[src/rtl/core/ncsl_pkg.sv]
package ncsl_pkg;

    // field widths
    localparam int CODE_W      = 5;
    localparam int NIB_W       = 4;
    localparam int MODE_W      = 4;
    localparam int ADDR_W      = 10;
    localparam int DATA_W      = 8;
    localparam int IN_TDATA_W  = 8;
    localparam int OUT_TDATA_W = 32;

    // command codes
    localparam logic [CODE_W-1:0] CMD_POS_RESET    = 5'd16;
    localparam logic [CODE_W-1:0] CMD_START_TX     = 5'd26;
    localparam logic [CODE_W-1:0] CMD_REPEAT_ON    = 5'd27;
    localparam logic [CODE_W-1:0] CMD_REPEAT_OFF   = 5'd28;
    localparam logic [CODE_W-1:0] CMD_SWAP         = 5'd29;
    localparam logic [CODE_W-1:0] CMD_EOP_SWAP_OFF = 5'd30;
    localparam logic [CODE_W-1:0] CMD_EOP_SWAP_ON  = 5'd31;

    // data modes
    localparam logic [MODE_W-1:0] MODE_INDEX = 4'd1;
    localparam logic [MODE_W-1:0] MODE_AUTO  = 4'd3;

    // result item, first field in the highest bits
    typedef struct packed {
        logic              busy_level;
        logic              swap_on_eop;
        logic              swap_mode_write;
        logic              swap_now;
        logic              repeat_value;
        logic              repeat_write;
        logic              start_tx;
        logic [DATA_W-1:0] buf_data;
        logic [ADDR_W-1:0] buf_addr;
        logic              buf_bank;
        logic              buf_write;
    } t_result;

    localparam int RES_W = $bits(t_result);

endpackage

[src/rtl/core/nibble_command_slot_loader.sv]
// Nibble command slot loader: takes one 5-bit code per item on the slave
// stream (commands 16..31, data nibbles 0..15) and returns exactly one result
// item per code on the master stream, carrying the back-bank write (slot,
// byte, bank), the command pulses and the toggled busy level. It accepts one
// code every cycle while the output is not stalled; a code passes an input
// register and then a result register before its result is offered, and a
// stall on the master side holds the slave side after both registers fill.
// In auto-advance mode the slot wraps to 0 at SLOT_COUNT (2..513); a slot set
// at or above SLOT_COUNT by index nibbles is still written once before
// wrapping.
module nibble_command_slot_loader #(
    parameter int SLOT_COUNT = 513
) (
    input  logic                              i_clk,
    input  logic                              i_rst_n,
    input  logic                              i_s_tvalid,
    output logic                              o_s_tready,
    // code[4:0], zeros[7:5]
    input  logic [ncsl_pkg::IN_TDATA_W-1:0]   i_s_tdata,
    output logic                              o_m_tvalid,
    input  logic                              i_m_tready,
    // buf_write[0], buf_bank[1], buf_addr[11:2], buf_data[19:12], start_tx[20],
    // repeat_write[21], repeat_value[22], swap_now[23], swap_mode_write[24],
    // swap_on_eop[25], busy_level[26], zeros[31:27]
    output logic [ncsl_pkg::OUT_TDATA_W-1:0]  o_m_tdata
);

    logic                        w_in_valid;
    logic [ncsl_pkg::CODE_W-1:0] w_in_code;
    logic                        w_out_free;
    logic                        w_move;
    ncsl_pkg::t_result           w_res;
    ncsl_pkg::t_result           w_out_res;

    // an item moves into the result register when there is room
    assign w_move = w_in_valid && w_out_free;

    ncsl_in_stage u_in (
        .i_clk    (i_clk),
        .i_rst_n  (i_rst_n),
        .i_tvalid (i_s_tvalid),
        .o_tready (o_s_tready),
        .i_code   (i_s_tdata[ncsl_pkg::CODE_W-1:0]),
        .i_take   (w_move),
        .o_valid  (w_in_valid),
        .o_code   (w_in_code)
    );

    ncsl_engine #(
        .SLOT_COUNT (SLOT_COUNT)
    ) u_engine (
        .i_clk   (i_clk),
        .i_rst_n (i_rst_n),
        .i_fire  (w_move),
        .i_code  (w_in_code),
        .o_res   (w_res)
    );

    ncsl_out_stage u_out (
        .i_clk    (i_clk),
        .i_rst_n  (i_rst_n),
        .i_load   (w_move),
        .i_res    (w_res),
        .o_free   (w_out_free),
        .o_tvalid (o_m_tvalid),
        .i_tready (i_m_tready),
        .o_res    (w_out_res)
    );

    // pack the result, padded to whole bytes
    assign o_m_tdata = {{(ncsl_pkg::OUT_TDATA_W - ncsl_pkg::RES_W){1'b0}}, w_out_res};

endmodule

[src/rtl/core/ncsl_in_stage.sv]
module ncsl_in_stage (
    input  logic                          i_clk,
    input  logic                          i_rst_n,
    input  logic                          i_tvalid,
    output logic                          o_tready,
    input  logic [ncsl_pkg::CODE_W-1:0]   i_code,
    input  logic                          i_take,
    output logic                          o_valid,
    output logic [ncsl_pkg::CODE_W-1:0]   o_code
);

    logic                        r_valid;
    logic                        n_valid;
    logic [ncsl_pkg::CODE_W-1:0] r_code;
    logic                        w_accept;

    // room when empty or when the held item moves on this cycle
    assign o_tready = !r_valid || i_take;
    assign w_accept = i_tvalid && o_tready;

    always_comb begin
        n_valid = r_valid;
        if (w_accept) begin
            n_valid = 1'b1;
        end else if (i_take) begin
            n_valid = 1'b0;
        end
    end

    // valid flag
    always_ff @(posedge i_clk) begin
        if (!i_rst_n) begin
            r_valid <= 1'b0;
        end else begin
            r_valid <= n_valid;
        end
    end

    // code register
    always_ff @(posedge i_clk) begin
        if (w_accept) begin
            r_code <= i_code;
        end
    end

    assign o_valid = r_valid;
    assign o_code  = r_code;

endmodule

[src/rtl/core/ncsl_engine.sv]
module ncsl_engine #(
    parameter int SLOT_COUNT = 513
) (
    input  logic                          i_clk,
    input  logic                          i_rst_n,
    input  logic                          i_fire,
    input  logic [ncsl_pkg::CODE_W-1:0]   i_code,
    output ncsl_pkg::t_result             o_res
);

    localparam int ADDR_W = ncsl_pkg::ADDR_W;
    localparam logic [ADDR_W:0] LP_COUNT = (ADDR_W + 1)'(SLOT_COUNT);

    // index nibble positions
    localparam logic [1:0] POS_LOW  = 2'd0;
    localparam logic [1:0] POS_MID  = 2'd1;
    localparam logic [1:0] POS_HIGH = 2'd2;

    logic [ncsl_pkg::MODE_W-1:0] r_mode,  n_mode;
    logic [ADDR_W-1:0]           r_slot,  n_slot;
    logic [1:0]                  r_pos,   n_pos;
    logic [ncsl_pkg::DATA_W-1:0] r_value, n_value;
    logic                        r_upper, n_upper;
    logic                        r_bank,  n_bank;
    logic                        r_busy,  n_busy;

    logic [ncsl_pkg::NIB_W-1:0]  w_nib;
    logic [ADDR_W-1:0]           w_slot_inc;

    assign w_nib      = i_code[ncsl_pkg::NIB_W-1:0];
    assign w_slot_inc = r_slot + ADDR_W'(1);

    // decode one code and work out the next state and the result
    always_comb begin
        n_mode  = r_mode;
        n_slot  = r_slot;
        n_pos   = r_pos;
        n_value = r_value;
        n_upper = r_upper;
        n_bank  = r_bank;
        n_busy  = ~r_busy;
        o_res   = '0;

        if (i_code[ncsl_pkg::CODE_W-1]) begin
            // command
            case (i_code)
                ncsl_pkg::CMD_START_TX: begin
                    o_res.start_tx = 1'b1;
                end
                ncsl_pkg::CMD_REPEAT_ON: begin
                    o_res.repeat_write = 1'b1;
                    o_res.repeat_value = 1'b1;
                end
                ncsl_pkg::CMD_REPEAT_OFF: begin
                    o_res.repeat_write = 1'b1;
                end
                ncsl_pkg::CMD_SWAP: begin
                    o_res.swap_now = 1'b1;
                    n_bank         = ~r_bank;
                end
                ncsl_pkg::CMD_EOP_SWAP_OFF: begin
                    o_res.swap_mode_write = 1'b1;
                end
                ncsl_pkg::CMD_EOP_SWAP_ON: begin
                    o_res.swap_mode_write = 1'b1;
                    o_res.swap_on_eop     = 1'b1;
                end
                ncsl_pkg::CMD_POS_RESET: begin
                end
                default: begin
                    // mode select commands
                    n_mode = w_nib;
                end
            endcase
            n_pos   = POS_LOW;
            n_upper = 1'b0;
        end else if (r_mode == ncsl_pkg::MODE_INDEX) begin
            // slot index nibbles, low first, bit 8 last
            case (r_pos)
                POS_LOW: begin
                    n_slot = {1'b0, r_slot[8:4], w_nib};
                    n_pos  = POS_MID;
                end
                POS_MID: begin
                    n_slot = {1'b0, r_slot[8], w_nib, r_slot[3:0]};
                    n_pos  = POS_HIGH;
                end
                POS_HIGH: begin
                    n_slot = {1'b0, w_nib[0], r_slot[7:0]};
                    n_pos  = POS_LOW;
                end
                default: begin
                end
            endcase
        end else if (r_mode > ncsl_pkg::MODE_INDEX) begin
            // value nibbles, low first; the high one completes the byte
            if (!r_upper) begin
                n_value = {r_value[7:4], w_nib};
                n_upper = 1'b1;
            end else begin
                n_value        = {w_nib, r_value[3:0]};
                n_upper        = 1'b0;
                o_res.buf_write = 1'b1;
                o_res.buf_addr  = r_slot;
                o_res.buf_data  = {w_nib, r_value[3:0]};
                if (r_mode == ncsl_pkg::MODE_AUTO) begin
                    if ({1'b0, w_slot_inc} >= LP_COUNT) begin
                        n_slot = '0;
                    end else begin
                        n_slot = w_slot_inc;
                    end
                end
            end
        end

        o_res.buf_bank   = n_bank;
        o_res.busy_level = n_busy;
    end

    // loader state
    always_ff @(posedge i_clk) begin
        if (!i_rst_n) begin
            r_mode  <= ncsl_pkg::MODE_INDEX;
            r_slot  <= '0;
            r_pos   <= POS_LOW;
            r_value <= '0;
            r_upper <= 1'b0;
            r_bank  <= 1'b1;
            r_busy  <= 1'b0;
        end else if (i_fire) begin
            r_mode  <= n_mode;
            r_slot  <= n_slot;
            r_pos   <= n_pos;
            r_value <= n_value;
            r_upper <= n_upper;
            r_bank  <= n_bank;
            r_busy  <= n_busy;
        end
    end

endmodule

[src/rtl/core/ncsl_out_stage.sv]
module ncsl_out_stage (
    input  logic              i_clk,
    input  logic              i_rst_n,
    input  logic              i_load,
    input  ncsl_pkg::t_result i_res,
    output logic              o_free,
    output logic              o_tvalid,
    input  logic              i_tready,
    output ncsl_pkg::t_result o_res
);

    logic              r_valid;
    logic              n_valid;
    ncsl_pkg::t_result r_res;

    // free when empty or when the held result is taken this cycle
    assign o_free = !r_valid || i_tready;

    always_comb begin
        n_valid = r_valid;
        if (i_load) begin
            n_valid = 1'b1;
        end else if (i_tready) begin
            n_valid = 1'b0;
        end
    end

    // valid flag
    always_ff @(posedge i_clk) begin
        if (!i_rst_n) begin
            r_valid <= 1'b0;
        end else begin
            r_valid <= n_valid;
        end
    end

    // result register
    always_ff @(posedge i_clk) begin
        if (i_load) begin
            r_res <= i_res;
        end
    end

    assign o_tvalid = r_valid;
    assign o_res    = r_res;

endmodule

[config.mk]
export PLATFORM = sky130hd
export DESIGN_NAME = nibble_command_slot_loader
export DESIGN_NICKNAME = d
export VERILOG_FILES = /design/src/rtl/core/ncsl_pkg.sv /design/src/rtl/core/nibble_command_slot_loader.sv /design/src/rtl/core/ncsl_in_stage.sv /design/src/rtl/core/ncsl_engine.sv /design/src/rtl/core/ncsl_out_stage.sv
export SDC_FILE = /design/constraint.sdc
export NUM_CORES = 1
export LEC_CHECK = 0
export BUFFER_PORTS_ARGS = -buffer_cell sky130_fd_sc_hd__buf_2
export CELL_PAD_IN_SITES_DETAIL_PLACEMENT = 1
export CELL_PAD_IN_SITES_GLOBAL_PLACEMENT = 1
export CORE_MARGIN = 4
export CORE_UTILIZATION = 25
export CTS_CLUSTER_SIZE = 14
export DETAILED_ROUTE_END_ITERATION = 7
export PLACE_DENSITY_LB_ADDON = 0.2
export SLEW_MARGIN = 20
export SYNTH_ARGS = -nofsm -noshare
export SYNTH_HDL_FRONTEND = slang
export SYNTH_SLANG_ARGS = --single-unit
[constraint.sdc]
create_clock -name i_clk -period 2.6 [get_ports i_clk]
set_input_delay 0.26 -clock i_clk [delete_from_list [all_inputs] [get_ports i_clk]]
set_output_delay 0.26 -clock i_clk [all_outputs]
set_load 0.01 [all_outputs]
# Word level (Yosys, flattened, before mapping)
# Index checks and enable logic that the tools add are counted.
[totals] reg_bits=57 inputBits=12 output_inout_bits=34 elab_cells=107
[op_classes] add_sub_neg=1 order_cmp=2 eq_ne=19 muxes=26 n_bitwise=7 reduce_logical=28
[ops] cell="2-to-1 mux 10 bit" n=5
[ops] cell="equality test 5 bit (second input constant)" n=7
[ops] cell="case mux 10 bit (3 select lines)" n=1
[ops] cell="AND reduction 8 bit" n=3
[ops] cell="2-to-1 mux 1 bit" n=17
[ops] cell="inequality test 2 bit (second input constant)" n=7
[ops] cell="nonzero test 2 bit" n=7
[ops] cell="adder 10 x 1 -> 10 bit (second input constant)" n=1
[ops] cell=">= comparator 10 bit (second input constant)" n=1
[ops] cell="AND reduction 3 bit" n=3
[ops] cell="inverter 1 bit" n=7
[ops] cell="OR reduction 7 bit" n=1
[ops] cell="case mux 2 bit (3 select lines)" n=1
[ops] cell="AND reduction 6 bit" n=1
[ops] cell="AND reduction 5 bit" n=1
[ops] cell="equality test 4 x 1 -> 1 bit (second input constant)" n=1
[ops] cell="equality test 4 x 2 -> 1 bit (second input constant)" n=1
[ops] cell="greater-than comparator 4 x 1 -> 1 bit (second input constant)" n=1
[ops] cell="2-to-1 mux 2 bit" n=2
[ops] cell="inequality test 4 bit (second input constant)" n=1
[ops] cell="nonzero test 4 bit" n=1
[ops] cell="OR reduction 2 bit" n=2
[ops] cell="OR reduction 4 bit" n=1
[ops] cell="OR reduction 3 bit" n=1
[ops] cell="other kinds (6)" n=9

# Longest topological paths before layout
[logic_depth] ltp_word=7 depth_mapped=8 mapped_depth_nobuf=8

# Hierarchy
# From an unflattened synthesis, not the netlist that was laid out.
[hier_totals] cells_unflattened=277 hier_area_um2=2861.5
[modules_own_cells] module="ncsl_engine" instances=1 cells_per_inst=229 area_each_um2=1746.7
[modules_own_cells] module="ncsl_out_stage" instances=1 cells_per_inst=31 area_each_um2=859.6
[modules_own_cells] module="ncsl_in_stage" instances=1 cells_per_inst=10 area_each_um2=207.7
[modules_own_cells] module="nibble_command_slot_loader" instances=1 cells_per_inst=7 area_each_um2=47.5

# Worst setup path before layout
# No wires, ideal clock.
[synth_timing] path_kind="flip-flop to flip-flop" start="reg u_out.r_valid, in the netlist u_out.o_tvalid" end="reg u_engine.r_mode[0] in the netlist's numbering" setup_ns=0.127 arrival_time_ns=2.258 t_required_ns=2.473 setup_slack_ns=0.216 path_stages_with_launch=7 path_buffers=1 period_less_slack_ns=2.384 path_cell_list="dfxtp_1 nor2b_1 nor2b_1 clkbuf_1 nand4_1 mux2i_1 nand2_1"
[synth_between] elab_chain_cells=4
[synth_lines] element="from (decl)" line_no="ncsl_out_stage.sv:12" rtl="logic r_valid;"
[synth_lines] element="from (signal assigned)" line_no="ncsl_out_stage.sv:33" rtl="r_valid <= n_valid;"
[synth_lines] element="logical NOT 1 bit" line_no="ncsl_out_stage.sv:17" rtl="assign o_free = !r_valid || i_tready;"
[synth_lines] element="logical OR 1 bit" line_no="ncsl_out_stage.sv:17"
[synth_lines] element="logical AND 1 bit" line_no="nibble_command_slot_loader.sv:36" rtl="assign w_move = w_in_valid && w_out_free;"
[synth_lines] element="via u_engine.i_fire" line_no="ncsl_engine.sv:6" rtl="input logic i_fire,"
[synth_lines] element="AND reduction 3 bit (no source line)"
[synth_lines] element="to (signal assigned)" line_no="ncsl_engine.sv:123" rtl="r_mode <= ncsl_pkg::MODE_INDEX;"
[synth_lines] element="to (signal assigned)" line_no="ncsl_engine.sv:131" rtl="r_mode <= n_mode;"
[synth_lines] element="to (decl)" line_no="ncsl_engine.sv:19" rtl="logic [ncsl_pkg::MODE_W-1:0] r_mode, n_mode;"
# The timed path passes the listed nets, and every way through them passes these cells.
# A chain may end at the register's enable or synchronous reset.

# Worst setup path in the final report
[layout_timing] start="reg u_engine.r_slot[0]" end="reg u_engine.r_slot[1]"
[layout_between] elab_chain_cells=7
[layout_lines] element="from (decl)" line_no="ncsl_engine.sv:20" rtl="logic [ADDR_W-1:0] r_slot, n_slot;"
[layout_lines] element="from (signal assigned)" line_no="ncsl_engine.sv:132" rtl="r_slot <= n_slot;"
[layout_lines] element="adder 10 x 1 -> 10 bit (*)" line_no="ncsl_engine.sv:31" rtl="assign w_slot_inc = r_slot + ADDR_W'(1);"
[layout_lines] element=">= comparator 10 bit" line_no="ncsl_engine.sv:107" rtl="if ({1'b0, w_slot_inc} >= LP_COUNT) begin"
[layout_lines] element="2-to-1 mux 10 bit (*)" line_no="ncsl_engine.sv:107"
[layout_lines] element="2-to-1 mux 10 bit (*)" line_no="ncsl_engine.sv:106" rtl="if (r_mode == ncsl_pkg::MODE_AUTO) begin"
[layout_lines] element="2-to-1 mux 10 bit (*)" line_no="ncsl_engine.sv:97" rtl="if (!r_upper) begin"
[layout_lines] element="2-to-1 mux 10 bit (*)" line_no="ncsl_engine.sv:95" rtl="end else if (r_mode > ncsl_pkg::MODE_INDEX) begin"
[layout_lines] element="2-to-1 mux 10 bit (*)" line_no="ncsl_engine.sv:77" rtl="end else if (r_mode == ncsl_pkg::MODE_INDEX) begin"
# Every way passes the cells marked *; elsewhere a longest branch is shown, timed or not. The select of a mux whose other input is x is not followed.

==> out/qor.yml <==
status: "finished, final reports clean"
seq_area_frac_synth_pct: 51.9
gp_congestion: 0.732
ant_nets: 0
seqCellArea_um2: 1460
worstPathRequired_ns: 2.80
synth_top_area_share_pct: 34.1
critPathBufInv: 0
final_cell_area_um2: 3380
fin_crit_ns: 2.10
slowest_delay_ns: 0.48
die_area_um2: 13000
cts_max_path_buffers: 2
rows: 38
fmax_mhz: 476
numCtsBuffers: 9
finalSetupViolCount: 0
grt_pass1_vias: 2097
critPathCaptureType: "flop"
fin_tns_setup_ns: 0
synth-main-ff-cell: "edfxtp_1"
rsz0062_at_grt: "no"
insertion_delay_ns: 0.33
multi_input_area_um2: 1230
grt_usage_pct: 10.8
critPathArrivalTime_ns: 2.31
slew_headroom_pct: 56.9
clkTransAtPathRegs_ns: 0.05
vias: 2055
ios: 46
postSynth.asyncResetShare_pct: 0
dpl.cell_count: 430
netlist_area_um2: 2820
cts_tree: "done"
fin_skew_ns: 0.00737
core_area_um2: 10900
crit_path_top_delay_cell: "dfxtp_1"
synth_cells: 261
synth_area_leaders: "edfxtp_1 34%, dfxtp_1 18%, and2_1 5.1%, nand2_1 3.6%, ha_1 2.7%"
drv_cap: 0
worst_setup_path_start_kind: "flop"
n_antenna_cell: 0
cp_top_family: "compound AO/OA/AOI/OAI gates"
drtIter0Drc: 110
antenna_found_initial: 0
worstMarginPinSlew_ns: 0.644
place_area_um2: 3120
synth_top_area_cell: "edfxtp_1"
cts_hold_buf: 0
cts-root-buf: "clkbuf_16"
drv_slew: 0
drive_gt1_share_pct: 23.5
grt_max_degree: 28
ys_ff_latch: 57
drt_wl_total_um: 6510
post_cts_buffers: 0
grt_overflow: 0
crit_path_max_fanout: 9
cp_cell_sequence: "ha_1 -> nand3_1 -> xnor2_1 -> o32ai_4 -> a31oi_2 -> nand3b_1 -> a31oi_1"
clock_sinks: 57
wire_per_inst_um: 14.6
ir_drop_v: 0.000278
initial_core_util_pct: 25.8
critPathKind: "reg2reg"
synth_edf_count: 32
grt_pass1_wl_um: 10900
utilization_pct: 30.9
via_per_inst: 4.61
yosys_warnings: 0
yosysMostFrequentCell: "edfxtp_1"
avgSynthCellArea_um2: 10.8
synth_cell_type_count: 65
synthTopCellsByCount: "32 x edfxtp_1, 27 x nand2_1, 25 x dfxtp_1"
postCtsResizedCells: 0
die_y_um: 114
dr.pass1.iters: 4
cts.htree.levels: 3
area_delta_synth_final_pct: 19.9
drc: 0
die_w_um: 114
hpwl_um: 4450
stdcell_count: 446
leakage_nw: 1.24
fin_nets: 319
hp-class: "in2reg"
period_share_pct: 80.8
io_buffers: 37
power_density_nw_per_um2: 658
nFillCells: 1236
hold_viol_final: 0
[cells in the final DEF (no fill, tap or decap), drive strengths merged, types with 2 or more instances in the layout]
master | netlist | routed
conb | 1 | 5
nor2 | 18 | 18
nand2b | 2 | 2
o31ai | 2 | 2
a21boi | 6 | 6
nor2b | 7 | 7
nor3 | 7 | 7
nor3b | 3 | 3
a21oi | 9 | 9
o41ai | 2 | 2
a32o | 4 | 4
clkbuf | 8 | 15
and4b | 2 | 2
inv | 7 | 7
and3 | 4 | 4
nand2 | 27 | 27
edfxtp | 32 | 32
nand4 | 4 | 4
xnor2 | 2 | 2
xor2 | 4 | 4
a31oi | 3 | 3
dfxtp | 25 | 25
mux2i | 4 | 4
nand3 | 8 | 8
o21ai | 10 | 10
ha | 6 | 6
and2 | 25 | 25
buf | 9 | 42
[sequential cells by signal, summed over array words and instances (netlist names)]
name / cells
u_engine.r_bank: 1
u_engine.r_busy: 1
u_engine.r_mode: 4
u_engine.r_pos: 2
u_engine.r_slot: 10
u_engine.r_upper: 1
u_engine.r_value: 4
u_in.o_code: 5
u_in.o_valid: 1
u_out.o_res: 27
u_out.o_tvalid: 1
[report_power, final]
group,switching (W),internal [W],leakage [nW]
registers,0.0000253,0.000986,0.503
clock network,0.000381,0.000669,0.128
logic,0.000104,0.0000599,0.607
[cells by family after synthesis]
group | synth area share [%]
AO/OA/AOI/OAI | 13.4
buffers and inverters | 5.06
AND/OR/NAND/NOR | 22.9
multiplexers | 1.82
adder cells (fa/ha/maj) | 2.67
other | 0.133
flip-flops | 51.9
XOR/XNOR | 2.13
[worst paths after layout]
check,startpoint,end,slack (ns),depth (start not counted)
worst min-delay path,i_s_tdata[1],u_in.o_code[1],0.11,1
worst max-delay path,u_engine.r_slot[0],u_engine.r_slot[1],0.50,7
worst min register to register,u_engine.r_value[1],u_engine.r_value[1],0.46,2
worst max register to register,u_engine.r_slot[0],u_engine.r_slot[1],0.50,7
[metal layers]
layer  vias to the layer above  global-route usage [%]  part of all wire [%]
li1                       1008                       -                     -
met1                      1008                    13.0                    46
met2                        30                    17.7                    48
met3                         9                    3.01                   3.4
met4                         0                    5.46                   2.2
met5                         -                       0                     0
[final cells by class]
cell class	instances	share of cell area [%]
inverter	7	0.778
clock inverter	1	0.148
multi-input combinational	184	36.4
tap	140	5.19
timing repair buffer	42	6.59
sequential	57	43.3
clock buffer	15	7.63
[through the flow]
step / power, W / setup WS [ns] / hold slack [ns]
2_1_floorplan: 0.00115 / 0.216 / 0.359
3_3_place_gp: 0.00119 / 0.497 / 0.437
3_5_place_dp: 0.00119 / 0.470 / 0.439
4_1_cts: 0.00226 / 0.461 / 0.0922
5_1_grt: 0.00233 / 0.234 / 0.101
6_report: 0.00222 / 0.498 / 0.107
Note: power is estimated with default switching activity, not from simulation.
